--- src/sv/jst_pkg.sv ---
// Package for the streaming JSON tokenizer: event record, parse modes,
// event and error codes, literal and escape tables. No dependencies.
`timescale 1ns / 1ps
`default_nettype none

package jst_pkg;

   localparam int STACK_DEPTH_DEFAULT = 64;
   localparam logic [6:0] DEPTH_LIMIT_RESET = 7'd64;

   localparam logic [63:0] NUM_TOP   = 64'h8000_0000_0000_0000;
   localparam logic [63:0] NUM_MAXP  = 64'h7FFF_FFFF_FFFF_FFFF;
   localparam logic [63:0] NUM_TENTH = 64'd922337203685477580;

   localparam logic [3:0] EV_OBJ_OPEN  = 4'd0;
   localparam logic [3:0] EV_OBJ_CLOSE = 4'd1;
   localparam logic [3:0] EV_ARR_OPEN  = 4'd2;
   localparam logic [3:0] EV_ARR_CLOSE = 4'd3;
   localparam logic [3:0] EV_STR_START = 4'd4;
   localparam logic [3:0] EV_STR_CHAR  = 4'd5;
   localparam logic [3:0] EV_STR_END   = 4'd6;
   localparam logic [3:0] EV_NUMBER    = 4'd7;
   localparam logic [3:0] EV_NULL      = 4'd8;
   localparam logic [3:0] EV_TRUE      = 4'd9;
   localparam logic [3:0] EV_FALSE     = 4'd10;
   localparam logic [3:0] EV_DONE      = 4'd11;
   localparam logic [3:0] EV_ERROR     = 4'd12;

   localparam logic [2:0] ERR_NONE     = 3'd0;
   localparam logic [2:0] ERR_UNEXP    = 3'd1;
   localparam logic [2:0] ERR_ESCAPE   = 3'd2;
   localparam logic [2:0] ERR_CODE     = 3'd3;
   localparam logic [2:0] ERR_RANGE    = 3'd4;
   localparam logic [2:0] ERR_DEEP     = 3'd5;
   localparam logic [2:0] ERR_EARLY    = 3'd6;
   localparam logic [2:0] ERR_TRAILING = 3'd7;

   typedef enum logic [3:0] {
      M_TOP, M_ITEM, M_PAIR, M_COLON, M_VALUE, M_AFTER, M_TAIL, M_STR,
      M_ESC, M_HEX, M_SIGN, M_NUM, M_LIT, M_ERR
   } mode_type;

   typedef struct packed {
      logic [3:0]  kind;
      logic        is_key;
      logic [7:0]  ch;
      logic [63:0] num;
      logic [5:0]  nest;
      logic [2:0]  cause;
      logic        last;
   } event_type;

   // up to two events from one byte, in order
   typedef struct packed {
      logic [1:0] cnt;
      event_type  e0;
      event_type  e1;
   } push_type;

   function automatic event_type mk_event(logic [3:0] kind, logic key, logic [7:0] ch,
                                          logic [63:0] num, logic [5:0] nest,
                                          logic [2:0] cause);
      event_type e;
      e.kind   = kind;
      e.is_key = key;
      e.ch     = ch;
      e.num    = num;
      e.nest   = nest;
      e.cause  = cause;
      e.last   = 1'b0;
      return e;
   endfunction

   // "null" "true" "false" back to back
   function automatic logic [7:0] lit_char(logic [3:0] idx);
      logic [7:0] c;
      case (idx)
         4'd0:    c = "n";
         4'd1:    c = "u";
         4'd2:    c = "l";
         4'd3:    c = "l";
         4'd4:    c = "t";
         4'd5:    c = "r";
         4'd6:    c = "u";
         4'd7:    c = "e";
         4'd8:    c = "f";
         4'd9:    c = "a";
         4'd10:   c = "l";
         4'd11:   c = "s";
         4'd12:   c = "e";
         default: c = 8'h00;
      endcase
      return c;
   endfunction

   // {hit, decoded byte} for the short escapes
   function automatic logic [8:0] esc_decode(logic [7:0] b);
      logic [8:0] r;
      case (b)
         "\"":    r = {1'b1, 8'h22};
         "\\":    r = {1'b1, 8'h5C};
         "/":     r = {1'b1, 8'h2F};
         "b":     r = {1'b1, 8'h08};
         "f":     r = {1'b1, 8'h0C};
         "n":     r = {1'b1, 8'h0A};
         "r":     r = {1'b1, 8'h0D};
         "t":     r = {1'b1, 8'h09};
         default: r = 9'h000;
      endcase
      return r;
   endfunction

endpackage

`default_nettype wire

--- src/sv/jst_if.sv ---
// Channel interfaces of the tokenizer: byte input, event output, register write.
// No dependencies.
`timescale 1ns / 1ps
`default_nettype none

interface jst_req_if;
   logic       valid;
   logic       ready;
   logic [7:0] char_byte;
   modport source (output valid, output char_byte, input ready);
   modport sink   (input valid, input char_byte, output ready);
endinterface

interface jst_rsp_if;
   logic               valid;
   logic               ready;
   logic [3:0]         event_kind;
   logic               is_key;
   logic [7:0]         char_value;
   logic signed [63:0] number_value;
   logic [5:0]         nest_depth;
   logic [2:0]         error_cause;
   logic               last;
   modport source (output valid, output event_kind, output is_key, output char_value,
                   output number_value, output nest_depth, output error_cause,
                   output last, input ready);
   modport sink   (input valid, input event_kind, input is_key, input char_value,
                   input number_value, input nest_depth, input error_cause,
                   input last, output ready);
endinterface

interface jst_csr_if;
   logic       valid;
   logic       ready;
   logic [6:0] data;
   modport source (output valid, output data, input ready);
   modport sink   (input valid, input data, output ready);
endinterface

`default_nettype wire

--- src/sv/jst_core.sv ---
// Tokenizer core: input byte register, parse state, container stack memory,
// one-byte step logic producing up to two events. Depends on jst_pkg, jst_if.
`timescale 1ns / 1ps
`default_nettype none

module jst_core
   import jst_pkg::*;
#(
   parameter int STACK_DEPTH = STACK_DEPTH_DEFAULT
) (
   input  wire logic       clock,
   input  wire logic       reset,
   jst_req_if.sink         req,
   input  wire logic [6:0] depth_limit,
   input  wire logic       room,
   output push_type        push_out
);

   localparam int NW = $clog2(STACK_DEPTH + 1);
   localparam int AW = $clog2(STACK_DEPTH);
   localparam int CW = ((NW > 7) ? NW : 7) + 1;

   logic [7:0]    byte_ff;
   logic          vld_ff;
   mode_type      mode_ff, mode_in;
   logic [NW-1:0] nest_ff, nest_in;
   logic [63:0]   mag_ff, mag_in;
   logic          neg_ff, neg_in, ovf_ff, ovf_in;
   logic [15:0]   hex_ff, hex_in;
   logic [2:0]    hcnt_ff, hcnt_in;
   logic [3:0]    lit_ff, lit_in;
   logic          trunc_ff, trunc_in, key_ff, key_in;
   logic          top_ff, below_ff;
   logic          stack_mem [STACK_DEPTH];

   logic          fire;
   logic          push, pop, push_obj;
   logic          pv, sv;
   event_type     pev, sev;
   logic [NW-1:0] nest_m1, nest_m3;

   assign fire      = vld_ff && room;
   assign req.ready = !vld_ff || room;
   assign nest_m1   = nest_ff - NW'(1);
   assign nest_m3   = nest_ff - NW'(3);

   always_comb begin : step
      logic       failing, rearm, do_s, dig, top_obj, pc_do, hexd;
      logic [7:0] b, pc_val, lc;
      logic [3:0] dval, hv, lp;
      logic [2:0] fcause;
      logic [8:0] esc;
      logic [15:0] hacc;
      logic [63:0] prod, lim;
      mode_type   sm;
      logic [5:0] n6, nd6, ni6;
      logic [NW-1:0] nest_dn;

      b        = byte_ff;
      mode_in  = mode_ff;
      nest_in  = nest_ff;
      mag_in   = mag_ff;
      neg_in   = neg_ff;
      ovf_in   = ovf_ff;
      hex_in   = hex_ff;
      hcnt_in  = hcnt_ff;
      lit_in   = lit_ff;
      trunc_in = trunc_ff;
      key_in   = key_ff;
      push     = 1'b0;
      pop      = 1'b0;
      push_obj = 1'b0;
      pv       = 1'b0;
      sv       = 1'b0;
      pev      = '0;
      sev      = '0;
      failing  = 1'b0;
      fcause   = ERR_NONE;
      rearm    = 1'b0;
      do_s     = 1'b0;
      pc_do    = 1'b0;
      pc_val   = 8'h00;
      sm       = mode_ff;
      dig      = b inside {["0":"9"]};
      dval     = 4'(b - 8'h30);
      top_obj  = (nest_ff != '0) && top_ff;
      n6       = 6'(nest_ff);
      nest_dn  = nest_ff - NW'(1);
      nd6      = 6'(nest_dn);
      ni6      = 6'(nest_ff + NW'(1));
      hexd     = 1'b0;
      hv       = 4'd0;
      hacc     = 16'h0000;
      prod     = 64'd0;
      lim      = neg_ff ? NUM_TOP : NUM_MAXP;
      esc      = esc_decode(b);
      lc       = lit_char(lit_ff);
      lp       = lit_ff + 4'd1;

      case (mode_ff)
         M_SIGN: begin
            if (dig) begin
               mag_in  = 64'(dval);
               mode_in = M_NUM;
            end else begin
               failing = 1'b1;
               fcause  = (b == 8'h00) ? ERR_EARLY : ERR_UNEXP;
            end
         end
         M_NUM: begin
            if (dig) begin
               if (!ovf_ff) begin
                  if (mag_ff > NUM_TENTH) begin
                     ovf_in = 1'b1;
                  end else begin
                     prod   = (mag_ff << 3) + (mag_ff << 1) + 64'(dval);
                     mag_in = prod;
                     if (prod > NUM_TOP) ovf_in = 1'b1;
                  end
               end
            end else if (ovf_ff || mag_ff > lim) begin
               failing = 1'b1;
               fcause  = ERR_RANGE;
            end else begin
               pv   = 1'b1;
               pev  = mk_event(EV_NUMBER, 1'b0, 8'h00, neg_ff ? (64'd0 - mag_ff) : mag_ff,
                               n6, ERR_NONE);
               do_s = 1'b1;
               sm   = (nest_ff == '0) ? M_TAIL : M_AFTER;
            end
         end
         M_STR, M_ESC, M_HEX: begin
            if (b == 8'h00) begin
               failing = 1'b1;
               fcause  = ERR_EARLY;
            end else if (mode_ff == M_STR) begin
               if (b == "\"") begin
                  pv  = 1'b1;
                  pev = mk_event(EV_STR_END, key_ff, 8'h00, 64'd0, n6, ERR_NONE);
                  if (key_ff) begin
                     key_in  = 1'b0;
                     mode_in = M_COLON;
                  end else begin
                     mode_in = (nest_ff == '0) ? M_TAIL : M_AFTER;
                  end
               end else if (b == "\\") begin
                  mode_in = M_ESC;
               end else begin
                  pc_do  = 1'b1;
                  pc_val = b;
               end
            end else if (mode_ff == M_ESC) begin
               if (b == "u") begin
                  hex_in  = 16'h0000;
                  hcnt_in = 3'd0;
                  mode_in = M_HEX;
               end else if (esc[8]) begin
                  pc_do   = 1'b1;
                  pc_val  = esc[7:0];
                  mode_in = M_STR;
               end else begin
                  failing = 1'b1;
                  fcause  = ERR_ESCAPE;
               end
            end else begin
               if (dig) begin
                  hexd = 1'b1;
                  hv   = dval;
               end else if (b inside {["A":"F"]}) begin
                  hexd = 1'b1;
                  hv   = 4'(b - 8'h37);
               end
               if (!hexd) begin
                  failing = 1'b1;
                  fcause  = ERR_ESCAPE;
               end else begin
                  hacc    = {hex_ff[11:0], hv};
                  hex_in  = hacc;
                  hcnt_in = hcnt_ff + 3'd1;
                  if (hcnt_ff >= 3'd3) begin
                     hcnt_in = 3'd0;
                     if (hacc > 16'h00FF) begin
                        failing = 1'b1;
                        fcause  = ERR_CODE;
                     end else begin
                        pc_do   = 1'b1;
                        pc_val  = hacc[7:0];
                        mode_in = M_STR;
                     end
                  end
               end
            end
         end
         M_LIT: begin
            if (b == 8'h00) begin
               failing = 1'b1;
               fcause  = ERR_EARLY;
            end else if (lit_ff < 4'd13 && b == lc) begin
               if (lp == 4'd4 || lp == 4'd8 || lp == 4'd13) begin
                  pv      = 1'b1;
                  pev     = mk_event((lp == 4'd4) ? EV_NULL : (lp == 4'd8) ? EV_TRUE : EV_FALSE,
                                     1'b0, 8'h00, 64'd0, n6, ERR_NONE);
                  lit_in  = 4'd0;
                  mode_in = (nest_ff == '0) ? M_TAIL : M_AFTER;
               end else begin
                  lit_in = lp;
               end
            end else begin
               failing = 1'b1;
               fcause  = ERR_UNEXP;
            end
         end
         M_ERR: begin
            if (b == 8'h00) rearm = 1'b1;
         end
         default: begin
            do_s = 1'b1;
         end
      endcase

      if (pc_do) begin
         if (pc_val == 8'h00) begin
            trunc_in = 1'b1;
         end else if (!trunc_ff) begin
            pv  = 1'b1;
            pev = mk_event(EV_STR_CHAR, key_ff, pc_val, 64'd0, n6, ERR_NONE);
         end
      end

      if (failing) begin
         pv  = 1'b1;
         pev = mk_event(EV_ERROR, 1'b0, 8'h00, 64'd0, n6, fcause);
      end

      // byte handled between values; after a number, in the mode the number left
      if (do_s) begin
         mode_in = sm;
         if (b == 8'h00) begin
            if (sm == M_TAIL) begin
               sv    = 1'b1;
               sev   = mk_event(EV_DONE, 1'b0, 8'h00, 64'd0, n6, ERR_NONE);
               rearm = 1'b1;
            end else begin
               failing = 1'b1;
               fcause  = ERR_EARLY;
            end
         end else if (!(b inside {8'h20, 8'h09, 8'h0D, 8'h0A})) begin
            if ((sm == M_ITEM && b == "]") || (sm == M_PAIR && b == "}") ||
                (sm == M_AFTER && ((b == "}" && top_obj) || (b == "]" && !top_obj)))) begin
               pop     = 1'b1;
               nest_in = nest_dn;
               sv      = 1'b1;
               sev     = mk_event(top_obj ? EV_OBJ_CLOSE : EV_ARR_CLOSE, 1'b0, 8'h00, 64'd0,
                                  nd6, ERR_NONE);
               mode_in = (nest_dn == '0) ? M_TAIL : M_AFTER;
            end else if (sm == M_TOP || sm == M_VALUE || sm == M_ITEM) begin
               if (b == "\"") begin
                  key_in   = 1'b0;
                  trunc_in = 1'b0;
                  sv       = 1'b1;
                  sev      = mk_event(EV_STR_START, 1'b0, 8'h00, 64'd0, n6, ERR_NONE);
                  mode_in  = M_STR;
               end else if (b == "{" || b == "[") begin
                  if (CW'(nest_ff) + CW'(1) >= CW'(depth_limit) ||
                      nest_ff >= NW'(STACK_DEPTH)) begin
                     failing = 1'b1;
                     fcause  = ERR_DEEP;
                  end else begin
                     push     = 1'b1;
                     push_obj = (b == "{");
                     nest_in  = nest_ff + NW'(1);
                     sv       = 1'b1;
                     sev      = mk_event((b == "{") ? EV_OBJ_OPEN : EV_ARR_OPEN, 1'b0, 8'h00,
                                         64'd0, ni6, ERR_NONE);
                     mode_in  = (b == "{") ? M_PAIR : M_ITEM;
                  end
               end else if (dig) begin
                  neg_in  = 1'b0;
                  ovf_in  = 1'b0;
                  mag_in  = 64'(dval);
                  mode_in = M_NUM;
               end else if (b == "-") begin
                  neg_in  = 1'b1;
                  ovf_in  = 1'b0;
                  mag_in  = 64'd0;
                  mode_in = M_SIGN;
               end else if (b == "n" || b == "t" || b == "f") begin
                  lit_in  = (b == "n") ? 4'd1 : (b == "t") ? 4'd5 : 4'd9;
                  mode_in = M_LIT;
               end else begin
                  failing = 1'b1;
                  fcause  = ERR_UNEXP;
               end
            end else if (sm == M_PAIR && b == "\"") begin
               key_in   = 1'b1;
               trunc_in = 1'b0;
               sv       = 1'b1;
               sev      = mk_event(EV_STR_START, 1'b1, 8'h00, 64'd0, n6, ERR_NONE);
               mode_in  = M_STR;
            end else if (sm == M_COLON && b == ":") begin
               mode_in = M_VALUE;
            end else if (sm == M_AFTER && b == ",") begin
               mode_in = top_obj ? M_PAIR : M_ITEM;
            end else begin
               failing = 1'b1;
               fcause  = (sm == M_TAIL) ? ERR_TRAILING : ERR_UNEXP;
            end
         end
         if (failing) begin
            sv  = 1'b1;
            sev = mk_event(EV_ERROR, 1'b0, 8'h00, 64'd0, n6, fcause);
         end
      end

      if (failing) begin
         if (b == 8'h00) rearm = 1'b1;
         else mode_in = M_ERR;
      end

      if (rearm) begin
         mode_in  = M_TOP;
         nest_in  = '0;
         mag_in   = 64'd0;
         neg_in   = 1'b0;
         ovf_in   = 1'b0;
         hex_in   = 16'h0000;
         hcnt_in  = 3'd0;
         lit_in   = 4'd0;
         trunc_in = 1'b0;
         key_in   = 1'b0;
      end
   end

   always_comb begin
      push_out = '0;
      if (fire) begin
         if (pv && sv) begin
            push_out.cnt     = 2'd2;
            push_out.e0      = pev;
            push_out.e1      = sev;
            push_out.e1.last = 1'b1;
         end else if (pv || sv) begin
            push_out.cnt     = 2'd1;
            push_out.e0      = pv ? pev : sev;
            push_out.e0.last = 1'b1;
         end
      end
   end

   always_ff @(posedge clock) begin
      if (reset) begin
         vld_ff   <= 1'b0;
         mode_ff  <= M_TOP;
         nest_ff  <= '0;
         mag_ff   <= 64'd0;
         neg_ff   <= 1'b0;
         ovf_ff   <= 1'b0;
         hex_ff   <= 16'h0000;
         hcnt_ff  <= 3'd0;
         lit_ff   <= 4'd0;
         trunc_ff <= 1'b0;
         key_ff   <= 1'b0;
      end else begin
         if (req.valid && req.ready) vld_ff <= 1'b1;
         else if (fire) vld_ff <= 1'b0;
         if (fire) begin
            mode_ff  <= mode_in;
            nest_ff  <= nest_in;
            mag_ff   <= mag_in;
            neg_ff   <= neg_in;
            ovf_ff   <= ovf_in;
            hex_ff   <= hex_in;
            hcnt_ff  <= hcnt_in;
            lit_ff   <= lit_in;
            trunc_ff <= trunc_in;
            key_ff   <= key_in;
         end
      end
   end

   always_ff @(posedge clock) begin
      if (req.valid && req.ready) byte_ff <= req.char_byte;
   end

   // top entry and the one below live in flops; the rest spills to memory
   always_ff @(posedge clock) begin
      if (fire && push) begin
         if (nest_ff != '0) stack_mem[nest_m1[AW-1:0]] <= top_ff;
         top_ff   <= push_obj;
         below_ff <= top_ff;
      end else if (fire && pop) begin
         top_ff   <= below_ff;
         below_ff <= stack_mem[nest_m3[AW-1:0]];
      end
   end

   a_two_events_after_number: assert property (@(posedge clock) disable iff (reset)
      push_out.cnt == 2'd2 |-> push_out.e0.kind == EV_NUMBER)
      else $error("second event without a number event first");

   a_error_mode_silent: assert property (@(posedge clock) disable iff (reset)
      fire && mode_ff == M_ERR |-> push_out.cnt == 2'd0)
      else $error("event emitted while waiting for end of text");

   a_nest_bound: assert property (@(posedge clock) disable iff (reset)
      nest_ff <= NW'(STACK_DEPTH))
      else $error("nesting count beyond stack depth");

   a_no_fire_no_change: assert property (@(posedge clock) disable iff (reset)
      !$past(fire) && !$past(reset) |-> $stable(nest_ff))
      else $error("nesting changed without a byte processed");

endmodule

`default_nettype wire

--- src/sv/jst_fifo.sv ---
// Four-entry event queue: takes up to two events a cycle while it has room, delivers one while the output is ready.
// Depends on jst_pkg, jst_if.
`timescale 1ns / 1ps
`default_nettype none

module jst_fifo
   import jst_pkg::*;
(
   input  wire logic clock,
   input  wire logic reset,
   input  push_type  push_in,
   output logic      room,
   jst_rsp_if.source rsp
);

   event_type  slot_ff [4];
   logic [1:0] wr_ff, rd_ff;
   logic [2:0] cnt_ff;
   logic       pop;
   event_type  head;

   assign pop  = rsp.valid && rsp.ready;
   assign room = cnt_ff <= 3'd2;
   assign head = slot_ff[rd_ff];

   assign rsp.valid        = cnt_ff != 3'd0;
   assign rsp.event_kind   = head.kind;
   assign rsp.is_key       = head.is_key;
   assign rsp.char_value   = head.ch;
   assign rsp.number_value = head.num;
   assign rsp.nest_depth   = head.nest;
   assign rsp.error_cause  = head.cause;
   assign rsp.last         = head.last;

   always_ff @(posedge clock) begin
      if (push_in.cnt != 2'd0) slot_ff[wr_ff] <= push_in.e0;
      if (push_in.cnt == 2'd2) slot_ff[wr_ff + 2'd1] <= push_in.e1;
   end

   always_ff @(posedge clock) begin
      if (reset) begin
         wr_ff  <= 2'd0;
         rd_ff  <= 2'd0;
         cnt_ff <= 3'd0;
      end else begin
         wr_ff  <= wr_ff + push_in.cnt;
         rd_ff  <= rd_ff + {1'b0, pop};
         cnt_ff <= cnt_ff + {1'b0, push_in.cnt} - {2'b00, pop};
      end
   end

   a_no_overflow: assert property (@(posedge clock) disable iff (reset)
      cnt_ff <= 3'd4)
      else $error("event queue overflow");

   a_push_needs_room: assert property (@(posedge clock) disable iff (reset)
      push_in.cnt != 2'd0 |-> room)
      else $error("events pushed without room");

   a_last_on_tail: assert property (@(posedge clock) disable iff (reset)
      push_in.cnt == 2'd2 |-> !push_in.e0.last && push_in.e1.last)
      else $error("last flag misplaced on event pair");

endmodule

`default_nettype wire

--- src/sv/json_stream_tokenizer.sv ---
// Top level of the streaming JSON tokenizer: depth limit register, core, queue.
// Depends on jst_pkg, jst_if, jst_core, jst_fifo.
//
//   channel   dir  payload                                   transaction
//   req_chan  in   char_byte                                 one document byte
//   rsp_chan  out  event_kind..last                          one parse event
//   csr_chan  in   data (depth_limit)                        register write
//
// One byte per cycle while the queue has room; the byte is registered,
// stepped, and its zero to two events enter a four-entry queue. A byte
// that makes two events fills the queue faster than one event per cycle
// drains it, so the queue occupancy sets the sustained rate then.
// Reset is synchronous; it clears parse state, depth_limit goes to 64.
// Stack entries are not cleared; only entries below the nesting count are read.
`timescale 1ns / 1ps
`default_nettype none

module json_stream_tokenizer
   import jst_pkg::*;
#(
   parameter int STACK_DEPTH = STACK_DEPTH_DEFAULT
) (
   input wire logic  clock,
   input wire logic  reset,
   jst_req_if.sink   req_chan,
   jst_rsp_if.source rsp_chan,
   jst_csr_if.sink   csr_chan
);

   logic [6:0] depth_limit_ff;
   logic       room;
   push_type   push_ev;

   assign csr_chan.ready = 1'b1;

   always_ff @(posedge clock) begin
      if (reset) begin
         depth_limit_ff <= DEPTH_LIMIT_RESET;
      end else if (csr_chan.valid && csr_chan.ready) begin
         depth_limit_ff <= csr_chan.data;
      end
   end

   jst_core #(.STACK_DEPTH(STACK_DEPTH)) u_core (
      .clock       (clock),
      .reset       (reset),
      .req         (req_chan),
      .depth_limit (depth_limit_ff),
      .room        (room),
      .push_out    (push_ev)
   );

   jst_fifo u_fifo (
      .clock   (clock),
      .reset   (reset),
      .push_in (push_ev),
      .room    (room),
      .rsp     (rsp_chan)
   );

endmodule

`default_nettype wire
--- src/flat_wrapper.sv ---
// flat-port wrapper written by rule: the top's interface ports become plain ports
module json_stream_tokenizer_flat import jst_pkg::*;
#(
   parameter int STACK_DEPTH = STACK_DEPTH_DEFAULT
)
  (clock, reset, req_chan_valid, req_chan_char_byte, req_chan_ready, rsp_chan_valid, rsp_chan_event_kind, rsp_chan_is_key, rsp_chan_char_value, rsp_chan_number_value, rsp_chan_nest_depth, rsp_chan_error_cause, rsp_chan_last, rsp_chan_ready, csr_chan_valid, csr_chan_data, csr_chan_ready);
  jst_req_if req_chan_i ();
  jst_rsp_if rsp_chan_i ();
  jst_csr_if csr_chan_i ();
  input wire logic clock;
  input wire logic reset;
  input wire logic [$bits(req_chan_i.valid)-1:0] req_chan_valid;
  input wire logic [$bits(req_chan_i.char_byte)-1:0] req_chan_char_byte;
  output wire logic [$bits(req_chan_i.ready)-1:0] req_chan_ready;
  output wire logic [$bits(rsp_chan_i.valid)-1:0] rsp_chan_valid;
  output wire logic [$bits(rsp_chan_i.event_kind)-1:0] rsp_chan_event_kind;
  output wire logic [$bits(rsp_chan_i.is_key)-1:0] rsp_chan_is_key;
  output wire logic [$bits(rsp_chan_i.char_value)-1:0] rsp_chan_char_value;
  output wire logic [$bits(rsp_chan_i.number_value)-1:0] rsp_chan_number_value;
  output wire logic [$bits(rsp_chan_i.nest_depth)-1:0] rsp_chan_nest_depth;
  output wire logic [$bits(rsp_chan_i.error_cause)-1:0] rsp_chan_error_cause;
  output wire logic [$bits(rsp_chan_i.last)-1:0] rsp_chan_last;
  input wire logic [$bits(rsp_chan_i.ready)-1:0] rsp_chan_ready;
  input wire logic [$bits(csr_chan_i.valid)-1:0] csr_chan_valid;
  input wire logic [$bits(csr_chan_i.data)-1:0] csr_chan_data;
  output wire logic [$bits(csr_chan_i.ready)-1:0] csr_chan_ready;
  assign req_chan_i.valid = req_chan_valid;
  assign req_chan_i.char_byte = req_chan_char_byte;
  assign req_chan_ready = req_chan_i.ready;
  assign rsp_chan_valid = rsp_chan_i.valid;
  assign rsp_chan_event_kind = rsp_chan_i.event_kind;
  assign rsp_chan_is_key = rsp_chan_i.is_key;
  assign rsp_chan_char_value = rsp_chan_i.char_value;
  assign rsp_chan_number_value = rsp_chan_i.number_value;
  assign rsp_chan_nest_depth = rsp_chan_i.nest_depth;
  assign rsp_chan_error_cause = rsp_chan_i.error_cause;
  assign rsp_chan_last = rsp_chan_i.last;
  assign rsp_chan_i.ready = rsp_chan_ready;
  assign csr_chan_i.valid = csr_chan_valid;
  assign csr_chan_i.data = csr_chan_data;
  assign csr_chan_ready = csr_chan_i.ready;
  json_stream_tokenizer #(.STACK_DEPTH(STACK_DEPTH)) u_core (.clock(clock), .reset(reset), .req_chan(req_chan_i), .rsp_chan(rsp_chan_i), .csr_chan(csr_chan_i));
endmodule
--- config.mk ---
export PLATFORM = sky130hd
export DESIGN_NAME = json_stream_tokenizer_flat
export DESIGN_NICKNAME = d
export VERILOG_FILES = /design/src/sv/jst_pkg.sv /design/src/sv/jst_if.sv /design/src/sv/jst_core.sv /design/src/sv/jst_fifo.sv /design/src/sv/json_stream_tokenizer.sv /design/src/flat_wrapper.sv
export SDC_FILE = /design/constraint.sdc
export NUM_CORES = 2
export LEC_CHECK = 0
export BUFFER_PORTS_ARGS = -buffer_cell sky130_fd_sc_hd__buf_4
export CELL_PAD_IN_SITES_DETAIL_PLACEMENT = 0
export CELL_PAD_IN_SITES_GLOBAL_PLACEMENT = 1
export CORE_MARGIN = 3
export CORE_UTILIZATION = 45
export DETAILED_ROUTE_END_ITERATION = 8
export PLACE_DENSITY_LB_ADDON = 0.15
export SYNTH_ARGS = -nofsm -noshare
export SYNTH_HDL_FRONTEND = slang
export SYNTH_SLANG_ARGS = --single-unit
--- constraint.sdc ---
create_clock -name clock -period 8.53 [get_ports clock]
set_clock_uncertainty 0.1 [all_clocks]
set_input_delay 0.853 -clock clock [delete_from_list [all_inputs] [get_ports clock]]
set_output_delay 0.853 -clock clock [all_outputs]
set_load 0.03 [all_outputs]
==> results.py <==
metrics = {
    "critical_path": {
        "crit_path_max_incr_delay_ns": 0.82,
        "required_ns": 9.02,
        "cpMaxStageDelayCell": "dfxtp_4",
        "critical_path_arrival_ns": 7.97,
        "path_class": "reg2reg",
        "worstPathCellList": "buf_4 > ha_1 > nand4_1 > nor4_1 > nand3_1 > nor3_1 > a21boi_0 > o31ai_1 > buf_4 > o21a_1 > a31oi_1 > nor2b_1 > o21a_1 > inv_1 > ha_1 > nand2b_1 > and3_1 > nand3_2 > buf_4 > nor2_1 > nand2_1 > a21oi_1",
        "cpMostUsedCell": "buf_4",
        "end_kind": "register",
        "crit_buf_inv": 4,
        "critical_path.top_delay_family": "simple AND/OR/NAND/NOR gates",
        "cp-start-kind": "register",
        "worst-path-max-fanout": 68,
    },
    "outcome": {
        "run_status": "completed",
    },
    "power": {
        "power_density_nw_per_um2": 180,
        "totalPowerFinal_uw": 6530,
        "power_leakage_uw": 0.0144,
        "max-vdd-ir-drop_mv": 0.241,
    },
    "logic_synthesis": {
        "syn_avg_cell_area_um2": 8.91,
        "synth.distinct_cells": 89,
        "ys.flop_type": "dfxtp_1",
        "synth_edf_count": 134,
        "ys_seq_area_share_pct": 37.3,
        "synth_seq_cells": 541,
        "synthArstFlopShare_pct": 0,
        "synth_cells": 3661,
        "syn-num-nets": 3899,
        "syn-cell-area_um2": 32600,
        "yosysWarnings": 0,
    },
    "sta": {
        "finalCritPeriodShare_pct": 87.7,
        "min_period_ns": 7.48,
        "setup_violations": 0,
        "max_slew_margin_pct": 19.4,
        "rsz0062_at_grt": "no",
        "setup_tns_ns": 0,
        "drv_slew": 0,
        "clock.fmax_ghz": 0.134,
        "worst_pin_slew_ns": 1.21,
        "hold_viol": 0,
    },
    "route": {
        "wire_per_inst_um": 24.1,
        "vias": 29400,
        "first_pass_iters": 5,
        "finalWirelength_um": 112000,
        "final_antenna_net_count": 0,
        "route.detailed.drc": 0,
        "via_per_inst": 6.31,
        "drt-initial-drc-count": 3059,
    },
    "floorplan": {
        "rows": 98,
        "fp.dieH_um": 275,
        "die_width_um": 275,
        "die-area_um2": 75700,
        "core_area_um2": 71600,
        "ios": 110,
        "start_util_pct": 45.5,
    },
    "clocking": {
        "postCtsHoldBufs": 0,
        "cts_root_buffer": "clkbuf_16",
        "clock_sinks": 541,
        "cts_setup_buffers": 0,
        "numCtsBuffers": 60,
        "tritoncts": "yes",
        "clockBufferDepth": 3,
        "clkSlewWorstSetupHoldPaths_ns": 0.06,
        "cts_resized": 0,
        "insertion_delay_ns": 0.64,
        "htreeDepth": 2,
    },
    "placed_design": {
        "portBuffers": 108,
        "gp_congestion": 0.937,
        "dp_hpwl_um": 79800,
    },
    "run": {
        "drv_cap": 0,
    },
    "global_routing": {
        "first_global_vias": 28000,
        "grt_overflow": 0,
        "grt_pass1_wl_um": 171000,
        "antenna_found_initial": 0,
        "grt_max_degree": 83,
        "grt.total_usage_pct": 29.0,
    },
    "finish": {
        "final_cell_mix": "nand2_1 (452), dfxtp_1 (404), nor2_1 (395)",
        "drive_gt1_share_pct": 11.9,
        "area_growth_pct": 11.5,
        "num-fill-cells": 6710,
        "register_area_um2": 12200,
        "nets": 3893,
        "fin_util_pct": 50.8,
        "diodes": 0,
        "multi_input_area_um2": 19300,
        "mostFrequentLayoutCell": "nand2_1",
    },
    "worst_hold_path": {
        "hold_class": "in2reg",
    },
}
[report_power, final]
| group | total, µW | leakage [µW] | internal [µW] | switching [µW] |
|---|---|---|---|---|
| registers | 2780 | 0.00451 | 2670 | 114 |
| logic | 1040 | 0.00890 | 337 | 701 |
| clock network | 2710 | 0.00102 | 1590 | 1130 |
[stage by stage]
stage | cell area [µm²] | worst slack [ns] | hold WS (ns) | cells
3_5_place_dp | 34300 | 1.18 | 0.342 | 4543
3_3_place_gp | 34300 | 1.56 | 0.328 | 4543
5_1_grt | 36300 | 0.529 | 0.272 | 4656
4_1_cts | 36300 | 1.17 | 0.265 | 4656
2_1_floorplan | 32600 | 1.39 | 0.320 | 3661
6_report | 36300 | 1.05 | 0.296 | 4656
[worst register-to-register path, cell delays in order, from the launching register on]
cell      delay, ns
dfxtp_4        0.82
buf_4          0.54
ha_1           0.24
nand4_1        0.16
nor4_1         0.41
nand3_1        0.18
nor3_1         0.41
a21boi_0       0.35
o31ai_1        0.12
buf_4          0.20
o21a_1         0.27
a31oi_1        0.35
nor2b_1        0.12
o21a_1         0.15
inv_1          0.07
ha_1           0.48
nand2b_1       0.28
and3_1         0.42
nand3_2        0.65
buf_4          0.53
nor2_1         0.32
nand2_1        0.09
a21oi_1        0.16
[kinds of logic after synthesis]
kind of cell    share of synthesized area [%]
compound gates                           19.6
xor+xnor                                 4.03
fa+ha+maj                                8.43
buf+inv                                  3.60
flops                                    37.3
mux                                      8.05
other cells                            0.0115
simple gates                             19.0
[layout make-up]
| cell class | count | share of cell area, % |
|---|---|---|
| inverters | 70 | 0.723 |
| well taps | 950 | 3.27 |
| clock buffers | 79 | 4.55 |
| clock inverters | 34 | 1.18 |
| repair buffers | 173 | 3.57 |
| flip-flops and latches | 541 | 33.5 |
| multi-input cells | 2809 | 53.2 |
[final timing paths]
check / startpoint / end / slack [ns] / depth (start not counted)
hold / removal: req_chan_char_byte[3] / u_core.u_core.byte_ff[3]$_DFFE_PP_ / 0.30 / 1
hold reg to reg: u_core.u_fifo.slot_ff[1][20]$_SDFFE_PP0N_ / u_core.u_fifo.slot_ff[1][20]$_SDFFE_PP0N_ / 0.35 / 2
setup reg to reg: u_core.u_core.neg_ff$_SDFFE_PP0P_ / u_core.u_fifo.slot_ff[1][59]$_SDFFE_PP0N_ / 1.05 / 22
setup / recovery: u_core.u_core.neg_ff$_SDFFE_PP0P_ / u_core.u_fifo.slot_ff[1][59]$_SDFFE_PP0N_ / 1.05 / 22
[registers in the layout, indices dropped and copies added (netlist names), 3 cells and up]
signal / count
u_core.u_core.mode_ff: 4
u_core.depth_limit_ff: 7
u_core.u_core.hcnt_ff: 3
u_core.u_fifo.cnt_ff: 3
u_core.u_core.byte_ff: 8
u_core.u_fifo.slot_ff: 348
u_core.u_core.nest_ff: 7
u_core.u_core.stack_mem: 64
u_core.u_core.hex_ff: 12
u_core.u_core.mag_ff: 64
u_core.u_core.lit_ff: 4
u_core.u_core.step.lc: 6
[synthesized netlist by cell type, types with 13 or more instances]
cell | instances | share of area, %
a21oi_1 | 240 | 3.7
nand2b_1 | 24 | 0.46
o21ai_0 | 209 | 3.2
a22oi_1 | 64 | 1.5
nand4_1 | 45 | 0.86
dfxtp_1 | 407 | 25
nand3_1 | 138 | 2.1
edfxtp_1 | 134 | 12
nand2_1 | 453 | 5.2
o21a_1 | 23 | 0.53
o22ai_1 | 51 | 0.98
a211oi_1 | 26 | 0.60
o31ai_1 | 30 | 0.69
or4_1 | 23 | 0.53
clkbuf_1 | 225 | 2.6
nor2b_1 | 25 | 0.48
ha_1 | 215 | 8.2
nor4_1 | 27 | 0.52
inv_1 | 70 | 0.81
and3_1 | 17 | 0.33
xnor2_1 | 61 | 1.6
o211ai_1 | 13 | 0.30
nor3_1 | 57 | 0.87
a21o_1 | 47 | 1.1
or2_2 | 19 | 0.36
a22o_1 | 117 | 3.1
nor2_1 | 398 | 4.6
xor2_1 | 89 | 2.4
mux2i_1 | 16 | 0.49
mux4_2 | 107 | 7.4
a31oi_1 | 30 | 0.58
and2_1 | 20 | 0.38
or3_1 | 35 | 0.67
[routing by layer]
metal | up-vias | part of all wire [%] | global-route usage (%)
li1 | 13500 | - | -
met1 | 14500 | 47 | 43.5
met2 | 1208 | 43 | 43.6
met3 | 161 | 7.9 | 4.94
met4 | 0 | 2.2 | 6.70
met5 | - | 0 | 0
Note: power is estimated with default switching activity, not from simulation.
